`src/hw/rtl/atfp_pkg.sv`:
```
// Shared types and constants for the ASCII triple frame parser.
// No dependencies; used by every module under hw/rtl.
package atfp_pkg;

    localparam int BYTE_W      = 8;
    localparam int POS_W       = 7;
    localparam int DIGIT_SLOTS = 12;
    localparam int GROUP_LEN   = 4;
    localparam int SLOT_W      = 4;
    localparam int VALUE_W     = 11;
    localparam int SUM_W       = 19;
    localparam int MAG_W       = 18;
    localparam int QUOT_W      = 8;
    localparam int REM_W       = 10;
    localparam int CFG_IDX_W   = 1;

    localparam logic [BYTE_W-1:0] START_MARKER_RST = 8'h73;
    localparam logic [BYTE_W-1:0] END_MARKER_RST   = 8'h65;
    localparam logic [BYTE_W-1:0] ASCII_ZERO       = 8'h30;

    // floor(a / 1000) == (a * RECIP) >> RECIP_SHIFT for every a below 2**18
    localparam int                RECIP_SHIFT = 28;
    localparam int                RECIP_W     = 19;
    localparam logic [RECIP_W-1:0] RECIP      = 19'd268436;
    localparam int                PROD_W      = MAG_W + RECIP_W;

    typedef enum logic [CFG_IDX_W-1:0] {
        CFG_START_MARKER = 1'b0,
        CFG_END_MARKER   = 1'b1
    } cfg_reg_e;

    typedef logic [DIGIT_SLOTS-1:0][BYTE_W-1:0] digit_store_t;
    typedef logic [GROUP_LEN-1:0][BYTE_W-1:0]   digit_group_t;

    typedef struct packed {
        logic ld1;
        logic ld2;
        logic ld3;
    } pipe_ctrl_t;

    typedef struct packed {
        logic              hit;
        logic [SLOT_W-1:0] idx;
    } slot_t;

    function automatic slot_t slot_of(input logic [POS_W-1:0] pos);
        slot_t s;
        s.hit = 1'b1;
        case (pos)
            7'd2:    s.idx = 4'd0;
            7'd3:    s.idx = 4'd1;
            7'd4:    s.idx = 4'd2;
            7'd5:    s.idx = 4'd3;
            7'd8:    s.idx = 4'd4;
            7'd9:    s.idx = 4'd5;
            7'd10:   s.idx = 4'd6;
            7'd11:   s.idx = 4'd7;
            7'd14:   s.idx = 4'd8;
            7'd15:   s.idx = 4'd9;
            7'd16:   s.idx = 4'd10;
            7'd17:   s.idx = 4'd11;
            default: begin
                s.hit = 1'b0;
                s.idx = 4'd0;
            end
        endcase
        return s;
    endfunction

endpackage

```
`src/hw/rtl/ascii_triple_frame_parser_unit.sv`:
```
// Top level of the ASCII triple frame parser: frame tracker plus three value lanes.
// Depends on atfp_pkg, atfp_frame and atfp_lane.
// A result passes through the stage valids v1, v2 and v3 after the end-marker byte transfer and is on m_valid from v3.
// Throughput: one byte per cycle while s_ready is high; the three-stage lane pipeline holds up to 3 results.
// s_ready drops only when all three lane stages hold results and m_ready is low.
// Reset (aresetn low, synchronous): markers return to 's'/'e', frame closed,
// position zero, digit store all '0', pipeline empty.
module ascii_triple_frame_parser_unit #(
    parameter int BUFFER_DEPTH = 100
) (
    input  logic                                aclk,
    input  logic                                aresetn,
    input  logic                                cfg_we,
    input  logic [atfp_pkg::CFG_IDX_W-1:0]      cfg_index,
    input  logic [atfp_pkg::BYTE_W-1:0]         cfg_wdata,
    input  logic                                s_valid,
    output logic                                s_ready,
    input  logic [atfp_pkg::BYTE_W-1:0]         s_rx_byte,
    output logic                                m_valid,
    input  logic                                m_ready,
    output logic signed [atfp_pkg::VALUE_W-1:0] m_x_value,
    output logic signed [atfp_pkg::VALUE_W-1:0] m_y_value,
    output logic signed [atfp_pkg::VALUE_W-1:0] m_z_value
);

    logic                   accept;
    logic                   emit;
    atfp_pkg::digit_store_t store;
    atfp_pkg::pipe_ctrl_t   ctrl;
    logic                   v1_reg, v1_next;
    logic                   v2_reg, v2_next;
    logic                   v3_reg, v3_next;

    always_comb begin
        ctrl.ld3 = !v3_reg || m_ready;
        ctrl.ld2 = !v2_reg || ctrl.ld3;
        ctrl.ld1 = !v1_reg || ctrl.ld2;
        v1_next  = ctrl.ld1 ? (accept && emit) : v1_reg;
        v2_next  = ctrl.ld2 ? v1_reg : v2_reg;
        v3_next  = ctrl.ld3 ? v2_reg : v3_reg;
    end

    assign s_ready = ctrl.ld1;
    assign accept  = s_valid && s_ready;
    assign m_valid = v3_reg;

    always_ff @(posedge aclk) begin
        if (!aresetn) begin
            v1_reg <= 1'b0;
            v2_reg <= 1'b0;
            v3_reg <= 1'b0;
        end else begin
            v1_reg <= v1_next;
            v2_reg <= v2_next;
            v3_reg <= v3_next;
        end
    end

    atfp_frame #(
        .BUFFER_DEPTH(BUFFER_DEPTH)
    ) u_frame (
        .aclk      (aclk),
        .aresetn   (aresetn),
        .cfg_we    (cfg_we),
        .cfg_index (cfg_index),
        .cfg_wdata (cfg_wdata),
        .accept    (accept),
        .rx_byte   (s_rx_byte),
        .emit      (emit),
        .store     (store)
    );

    atfp_lane u_lane_x (
        .aclk  (aclk),
        .ctrl  (ctrl),
        .group (store[3:0]),
        .value (m_x_value)
    );

    atfp_lane u_lane_y (
        .aclk  (aclk),
        .ctrl  (ctrl),
        .group (store[7:4]),
        .value (m_y_value)
    );

    atfp_lane u_lane_z (
        .aclk  (aclk),
        .ctrl  (ctrl),
        .group (store[11:8]),
        .value (m_z_value)
    );

    a_emit_enters: assert property (@(posedge aclk) disable iff (!aresetn)
        (accept && emit) |=> v1_reg)
        else $error("end-marker transfer lost before first stage");

    a_free_output_fills: assert property (@(posedge aclk) disable iff (!aresetn)
        (v2_reg && !v3_reg) |=> v3_reg)
        else $error("result did not advance into empty output stage");

    a_value_range: assert property (@(posedge aclk) disable iff (!aresetn)
        m_valid |-> (m_x_value >= -11'sd999 && m_x_value <= 11'sd999
                  && m_y_value >= -11'sd999 && m_y_value <= 11'sd999
                  && m_z_value >= -11'sd999 && m_z_value <= 11'sd999))
        else $error("decoded value out of range");

endmodule

```
`src/hw/rtl/atfp_frame.sv`:
```
// Frame tracking, marker registers and digit store of the parser.
// Depends on atfp_pkg.
module atfp_frame #(
    parameter int BUFFER_DEPTH = 100
) (
    input  logic                               aclk,
    input  logic                               aresetn,
    input  logic                               cfg_we,
    input  logic [atfp_pkg::CFG_IDX_W-1:0]     cfg_index,
    input  logic [atfp_pkg::BYTE_W-1:0]        cfg_wdata,
    input  logic                               accept,
    input  logic [atfp_pkg::BYTE_W-1:0]        rx_byte,
    output logic                               emit,
    output atfp_pkg::digit_store_t             store
);

    localparam logic [atfp_pkg::POS_W-1:0] DEPTH = atfp_pkg::POS_W'(BUFFER_DEPTH);

    logic [atfp_pkg::BYTE_W-1:0] start_marker_reg, start_marker_next;
    logic [atfp_pkg::BYTE_W-1:0] end_marker_reg, end_marker_next;
    logic                        in_frame_reg, in_frame_next;
    logic [atfp_pkg::POS_W-1:0]  pos_reg, pos_next;
    atfp_pkg::digit_store_t      store_reg, store_next;
    atfp_pkg::slot_t             slot;
    logic                        is_start;
    logic                        is_end;

    always_comb begin
        start_marker_next = start_marker_reg;
        end_marker_next   = end_marker_reg;
        if (cfg_we) begin
            unique case (atfp_pkg::cfg_reg_e'(cfg_index))
                atfp_pkg::CFG_START_MARKER: start_marker_next = cfg_wdata;
                atfp_pkg::CFG_END_MARKER:   end_marker_next   = cfg_wdata;
                default: ;
            endcase
        end
    end

    assign is_start = (rx_byte == start_marker_reg);
    assign is_end   = !is_start && in_frame_reg && (rx_byte == end_marker_reg);
    assign slot     = atfp_pkg::slot_of(pos_reg);
    assign emit     = is_end;
    assign store    = store_reg;

    always_comb begin
        in_frame_next = in_frame_reg;
        pos_next      = pos_reg;
        store_next    = store_reg;
        if (accept) begin
            if (is_start) begin
                in_frame_next = 1'b1;
                pos_next      = '0;
            end else if (is_end) begin
                in_frame_next = 1'b0;
                pos_next      = '0;
            end else if (pos_reg < DEPTH) begin
                if (slot.hit) begin
                    store_next[slot.idx] = rx_byte;
                end
                pos_next = pos_reg + 1'b1;
            end
        end
    end

    always_ff @(posedge aclk) begin
        if (!aresetn) begin
            start_marker_reg <= atfp_pkg::START_MARKER_RST;
            end_marker_reg   <= atfp_pkg::END_MARKER_RST;
            in_frame_reg     <= 1'b0;
            pos_reg          <= '0;
            store_reg        <= {atfp_pkg::DIGIT_SLOTS{atfp_pkg::ASCII_ZERO}};
        end else begin
            start_marker_reg <= start_marker_next;
            end_marker_reg   <= end_marker_next;
            in_frame_reg     <= in_frame_next;
            pos_reg          <= pos_next;
            store_reg        <= store_next;
        end
    end

    a_pos_bounded: assert property (@(posedge aclk) disable iff (!aresetn)
        pos_reg <= DEPTH)
        else $error("byte position past buffer depth");

    a_end_clears: assert property (@(posedge aclk) disable iff (!aresetn)
        (accept && is_end) |=> (!in_frame_reg && pos_reg == '0))
        else $error("end marker did not close frame");

    a_start_opens: assert property (@(posedge aclk) disable iff (!aresetn)
        (accept && is_start) |=> (in_frame_reg && pos_reg == '0))
        else $error("start marker did not open frame");

endmodule

```
`src/hw/rtl/atfp_lane.sv`:
```
// One value lane: weighted digit sum, reciprocal quotient, signed remainder.
// Three register stages advanced by a pipe_ctrl_t. Depends on atfp_pkg.
module atfp_lane (
    input  logic                                aclk,
    input  atfp_pkg::pipe_ctrl_t                ctrl,
    input  atfp_pkg::digit_group_t              group,
    output logic signed [atfp_pkg::VALUE_W-1:0] value
);

    logic signed [8:0]                   dig [atfp_pkg::GROUP_LEN];
    logic signed [atfp_pkg::SUM_W-1:0]   sum;
    logic signed [atfp_pkg::SUM_W-1:0]   sum_abs;
    logic [atfp_pkg::MAG_W-1:0]          mag1_reg, mag1_next;
    logic                                neg1_reg, neg1_next;
    logic [atfp_pkg::PROD_W-1:0]         prod;
    logic [atfp_pkg::MAG_W-1:0]          mag2_reg;
    logic                                neg2_reg;
    logic [atfp_pkg::QUOT_W-1:0]         quot2_reg, quot2_next;
    logic [atfp_pkg::MAG_W-1:0]          diff;
    logic [atfp_pkg::REM_W-1:0]          rem;
    logic signed [atfp_pkg::VALUE_W-1:0] value_reg, value_next;

    always_comb begin
        for (int k = 0; k < atfp_pkg::GROUP_LEN; k++) begin
            dig[k] = $signed({1'b0, group[k]}) - 9'sd48;
        end
        sum = atfp_pkg::SUM_W'(dig[0]) * 19'sd1000
            + atfp_pkg::SUM_W'(dig[1]) * 19'sd100
            + atfp_pkg::SUM_W'(dig[2]) * 19'sd10
            + atfp_pkg::SUM_W'(dig[3]);
        neg1_next = sum[atfp_pkg::SUM_W-1];
        sum_abs   = neg1_next ? -sum : sum;
        mag1_next = sum_abs[atfp_pkg::MAG_W-1:0];
    end

    assign prod       = atfp_pkg::PROD_W'(mag1_reg) * atfp_pkg::PROD_W'(atfp_pkg::RECIP);
    assign quot2_next = prod[atfp_pkg::RECIP_SHIFT +: atfp_pkg::QUOT_W];

    always_comb begin
        diff = mag2_reg - atfp_pkg::MAG_W'(quot2_reg) * 18'd1000;
        rem  = diff[atfp_pkg::REM_W-1:0];
        if (neg2_reg ^ (quot2_reg != '0)) begin
            value_next = atfp_pkg::VALUE_W'(0) - atfp_pkg::VALUE_W'(rem);
        end else begin
            value_next = atfp_pkg::VALUE_W'(rem);
        end
    end

    always_ff @(posedge aclk) begin
        if (ctrl.ld1) begin
            mag1_reg <= mag1_next;
            neg1_reg <= neg1_next;
        end
        if (ctrl.ld2) begin
            mag2_reg  <= mag1_reg;
            neg2_reg  <= neg1_reg;
            quot2_reg <= quot2_next;
        end
        if (ctrl.ld3) begin
            value_reg <= value_next;
        end
    end

    assign value = value_reg;

endmodule
```
`config.mk`:
```
export PLATFORM = sky130hd
export DESIGN_NAME = ascii_triple_frame_parser_unit
export DESIGN_NICKNAME = d
export VERILOG_FILES = /design/src/hw/rtl/atfp_pkg.sv /design/src/hw/rtl/ascii_triple_frame_parser_unit.sv /design/src/hw/rtl/atfp_frame.sv /design/src/hw/rtl/atfp_lane.sv
export SDC_FILE = /design/constraint.sdc
export NUM_CORES = 2
export LEC_CHECK = 0
export CAP_MARGIN = 20
export CELL_PAD_IN_SITES_DETAIL_PLACEMENT = 0
export CELL_PAD_IN_SITES_GLOBAL_PLACEMENT = 1
export CORE_ASPECT_RATIO = 0.6
export CORE_UTILIZATION = 55
export CTS_CLUSTER_SIZE = 30
export DETAILED_ROUTE_END_ITERATION = 10
export DONT_BUFFER_PORTS = 1
export PLACE_DENSITY_LB_ADDON = 0.05
export SETUP_SLACK_MARGIN = 0.1
export SLEW_MARGIN = 5
export SYNTH_ARGS = -nofsm -noshare
export SYNTH_HDL_FRONTEND = slang
export SYNTH_HIERARCHICAL = 1
export SYNTH_SLANG_ARGS = --single-unit
export TNS_END_PERCENT = 50
```
`constraint.sdc`:
```
create_clock -name aclk -period 12.5 [get_ports aclk]
set_input_delay 0 -clock aclk [delete_from_list [all_inputs] [get_ports aclk]]
set_output_delay 0 -clock aclk [all_outputs]
set_load 0.03 [all_outputs]
```
==> implementation parameters <==
Parameter                              Value

Placed design
  Total of buffers placed on input and output ports    0
  Placed Instances    4737
  Minimum setup slack after placement    4.53 ns
  Hpwl dp    67400 um
  Global placement routability congestion    0.883

Setup path
  Critical Path AT    8.33 ns
  Cell seen most often among critical-path stages    sky130_fd_sc_hd__inv_1
  Maximum fanout along the worst path    13
  Worst-case register-to-register setup slack    4.46 ns
  Reg2reg end    u_lane_x/mag1_reg[17]$_DFFE_PP_
  Data required time at the worst endpoint    12.79 ns
  Endpoint of the worst setup timing path    u_lane_x/mag1_reg[17]$_DFFE_PP_
  Startpoint Class    flop
  Class of the most critical setup path    flop to flop
  Reg2reg path depth    32
  Startpoint of the worst-slack reg-to-reg timing path    u_frame/store[4]$_SDFFE_PN1P_
  Slowest CP cell    sky130_fd_sc_hd__fa_1
  Critical Path Start    u_frame/store[4]$_SDFFE_PN1P_
  Critical Path Max Stage Delay    0.53 ns
  Kind of end point of the critical path    flop

GRT
  Initial antenna violation count    0
  Pin count of the biggest net entering global routing    176
  Wire length of the first global-routing pass    135000 um
  Overall routing resource usage    24.3%
  Congestion Overflow GR    0
  Vias in the first global route    25825

Power and ir drop
  Total power after layout    4.00 mW
  Peak ir drop on the vdd network    194 uV
  Power density normalized to cell area    99.5 mW/mm2
  LEAKAGE    22.2 nW

Die
  Floorplan core area    0.0681 mm2
  FP Rows    74
  Effective utilization at floorplan    55.6%
  IO Pins    57
  Die W    341 um
  Die footprint    0.0699 mm2
  Die height    205 um

Clock tree
  Clock Sinks    270
  PostCTS Resize Cnt    0
  # Post-CTS Setup Buffers    0
  Clock-pin transition on the worst setup and hold timing paths    0.06 ns
  Insertion delay to the later sink of the worst-skew pair    0.56 ns
  Master cell of the clock root buffer    sky130_fd_sc_hd__clkbuf_16
  # hold bufs at CTS    37
  H-tree lvl count    2
  Number of clock buffers inserted by TritonCTS    34
  Clk buf depth    3
  Clock tree from TritonCTS    done

Synth
  Synthesized area per cell    9.76 um2
  Net count after synthesis    5044
  Register bit count reported by yosys    270
  EDFF count, synth    147
  Commonest register cell after synthesis    sky130_fd_sc_hd__edfxtp_1
  Yosys cell types    104
  Number of instances in the synthesized netlist    3875
  Portion of the post-synthesis area used by sequential elements    18.2%
  Async set-reset flop share out of synthesis    0%
  Cell area after technology mapping    0.0378 mm2
  Warnings, synthesis    6

Final layout
  Fraction of layout instances using a drive strength above 1    4.43%
  Area taken by flip-flops and latches    0.00688 mm2
  FILL cells    5924
  Area growth from synthesis to layout    6.27%
  Max reg flops    96
  Number of non-filler instances in the completed layout    4836
  Number of nets in the layout    5067
  Number of antenna diodes    0
  Final core utilization    59.1%
  Area used by multi-input combinational logic    0.0276 mm2

Timing
  Headroom to the max-slew limit    35.3%
  Fraction of the cycle the final worst path needs    64.3%
  Clock Skews    0.0196 ns
  Final hold viol count    0
  Maximum frequency from static timing analysis    124 MHz
  Count of final max-slew check failures    0
  Setup repair after global routing missed its margin    no
  Final Critical Period    8.04 ns
  Pin slew with the least headroom to its limit    0.963 ns
  Setup slack after layout    4.46 ns
  Setup TNS    0 ns
  Final setup fails    0

Drt
  Detailed-routing wirelength on met1    44100 um
  DRC Markers    0
  Drt first-iter violations    1401
  DR WL/cell    17.1 um
  Mean number of vias per cell    5.36
  Met3 wire length    4430 um
  Length of the first detailed-routing pass in iterations    6
  Total number of vias    25912
  Antenna violation net count after detailed routing    0
  Met2 wire length    33400 um
  Wire length reported by the detailed router    82800 um
  Max Used Layer    met4

Run
  Max-cap violations    0

Outcome
  Status    finished, final reports clean

Worst hold path
  Min-Delay Path Class    primary input to flop
## layer usage
layer	GRT usage [%]	up-vias
li1	-	12893
met1	38.3	12510
met2	35.0	452
met3	3.92	57
met5	0	-
met4	3.65	0
## worst max-delay path: cells and delay by family (launching register included)
family                   cells  cell delay [ns]
XOR/XNOR                     6             1.35
adder cells (fa/ha/maj)      8             3.54
buffers and inverters        8             0.82
AO/OA/AOI/OAI                9             1.38
AND/OR/NAND/NOR              1             0.21
flip-flops                   1             0.48
## power breakdown
| part | total [mW] | internal [mW] | leakage (nW) | switching [mW] |
|---|---|---|---|---|
| logic | 1.82 | 0.817 | 18.8 | 1.00 |
| clock network | 1.03 | 0.619 | 0.567 | 0.411 |
| registers | 1.15 | 1.03 | 2.76 | 0.119 |
| total | 4.00 | 2.47 | 22.2 | 1.53 |
## final cells by class
type | count | share of cell area [%]
clock buffer | 51 | 2.58
clock inverter | 11 | 0.299
inverter | 805 | 7.51
multi-input combinational | 2743 | 68.6
sequential | 270 | 17.1
tap | 912 | 2.84
timing repair buffer | 44 | 1.10
## cell usage after synthesis (all sizes together) (5+ instances only)
cell | instances | area [um2]
nand3b | 16 | 120
buf | 37 | 298
and3 | 9 | 61.3
nand4 | 13 | 81.3
clkbuf | 20 | 76.3
dfxtp | 123 | 2460
mux2i | 21 | 214
inv | 805 | 3020
o31ai | 11 | 96.3
ha | 799 | 10000
xor2 | 113 | 997
nor3 | 65 | 425
or3 | 25 | 156
o31a | 5 | 43.8
nor4b | 7 | 76.3
mux2 | 7 | 78.8
a21oi | 147 | 747
nor2 | 126 | 488
fa | 348 | 6970
a2111oi | 5 | 75.1
nor3b | 23 | 184
nand2b | 23 | 144
o2111ai | 10 | 118
nor2b | 24 | 150
a21boi | 12 | 90.1
edfxtp | 147 | 4410
o21ai | 154 | 842
o211ai | 15 | 128
or2 | 11 | 68.8
nor4 | 9 | 62.6
o22ai | 5 | 37.5
a31oi | 18 | 113
o21a | 26 | 195
o21bai | 29 | 218
xnor2 | 233 | 2070
and2 | 12 | 75.1
nand3 | 107 | 586
nand2 | 186 | 726
a21o | 64 | 482
a211oi | 14 | 110
## cells in the final DEF, fill, tap and decap left out, drive strengths merged, types with 51 or more instances in the layout
cell / n
a21o: 64
a21oi: 147
clkbuf: 51
dfxtp: 123
edfxtp: 147
fa: 348
ha: 799
inv: 807
nand2: 186
nand3: 107
nor2: 126
nor3: 65
o21ai: 154
xnor2: 233
xor2: 113
## logic make-up after synthesis
family	Yosys count	share of synthesized area, %
buf+inv	862	8.97
flops	270	18.2
fa+ha+maj	1147	44.8
compound gates	547	9.58
mux	28	0.774
simple gates	669	9.35
xor+xnor	349	8.28
other cells	3	0.0298
## through the flow
step	area (um2)	hold slack, ns
2_1_floorplan	37800	0.117
3_3_place_gp	38700	0.110
3_5_place_dp	38700	0.124
4_1_cts	40200	0.0260
5_1_grt	40200	0.0682
6_report	40200	0.0916
## worst min path at each step
stage	cells past startpoint	start	slack, ns	endpoint
2_1_floorplan	1	aresetn	0.12	m_valid$_SDFFE_PN0P_
3_3_place_gp	1	aresetn	0.11	u_frame/store[53]$_SDFFE_PN1P_
3_5_place_dp	1	aresetn	0.12	u_frame/store[52]$_SDFFE_PN1P_
4_1_cts	5	s_rx_byte[6]	0.03	v1_reg$_SDFFE_PN0P_
5_1_grt	5	s_rx_byte[6]	0.07	v1_reg$_SDFFE_PN0P_
6_report	5	s_rx_byte[6]	0.09	v1_reg$_SDFFE_PN0P_
(Power assumes the default switching activity.)
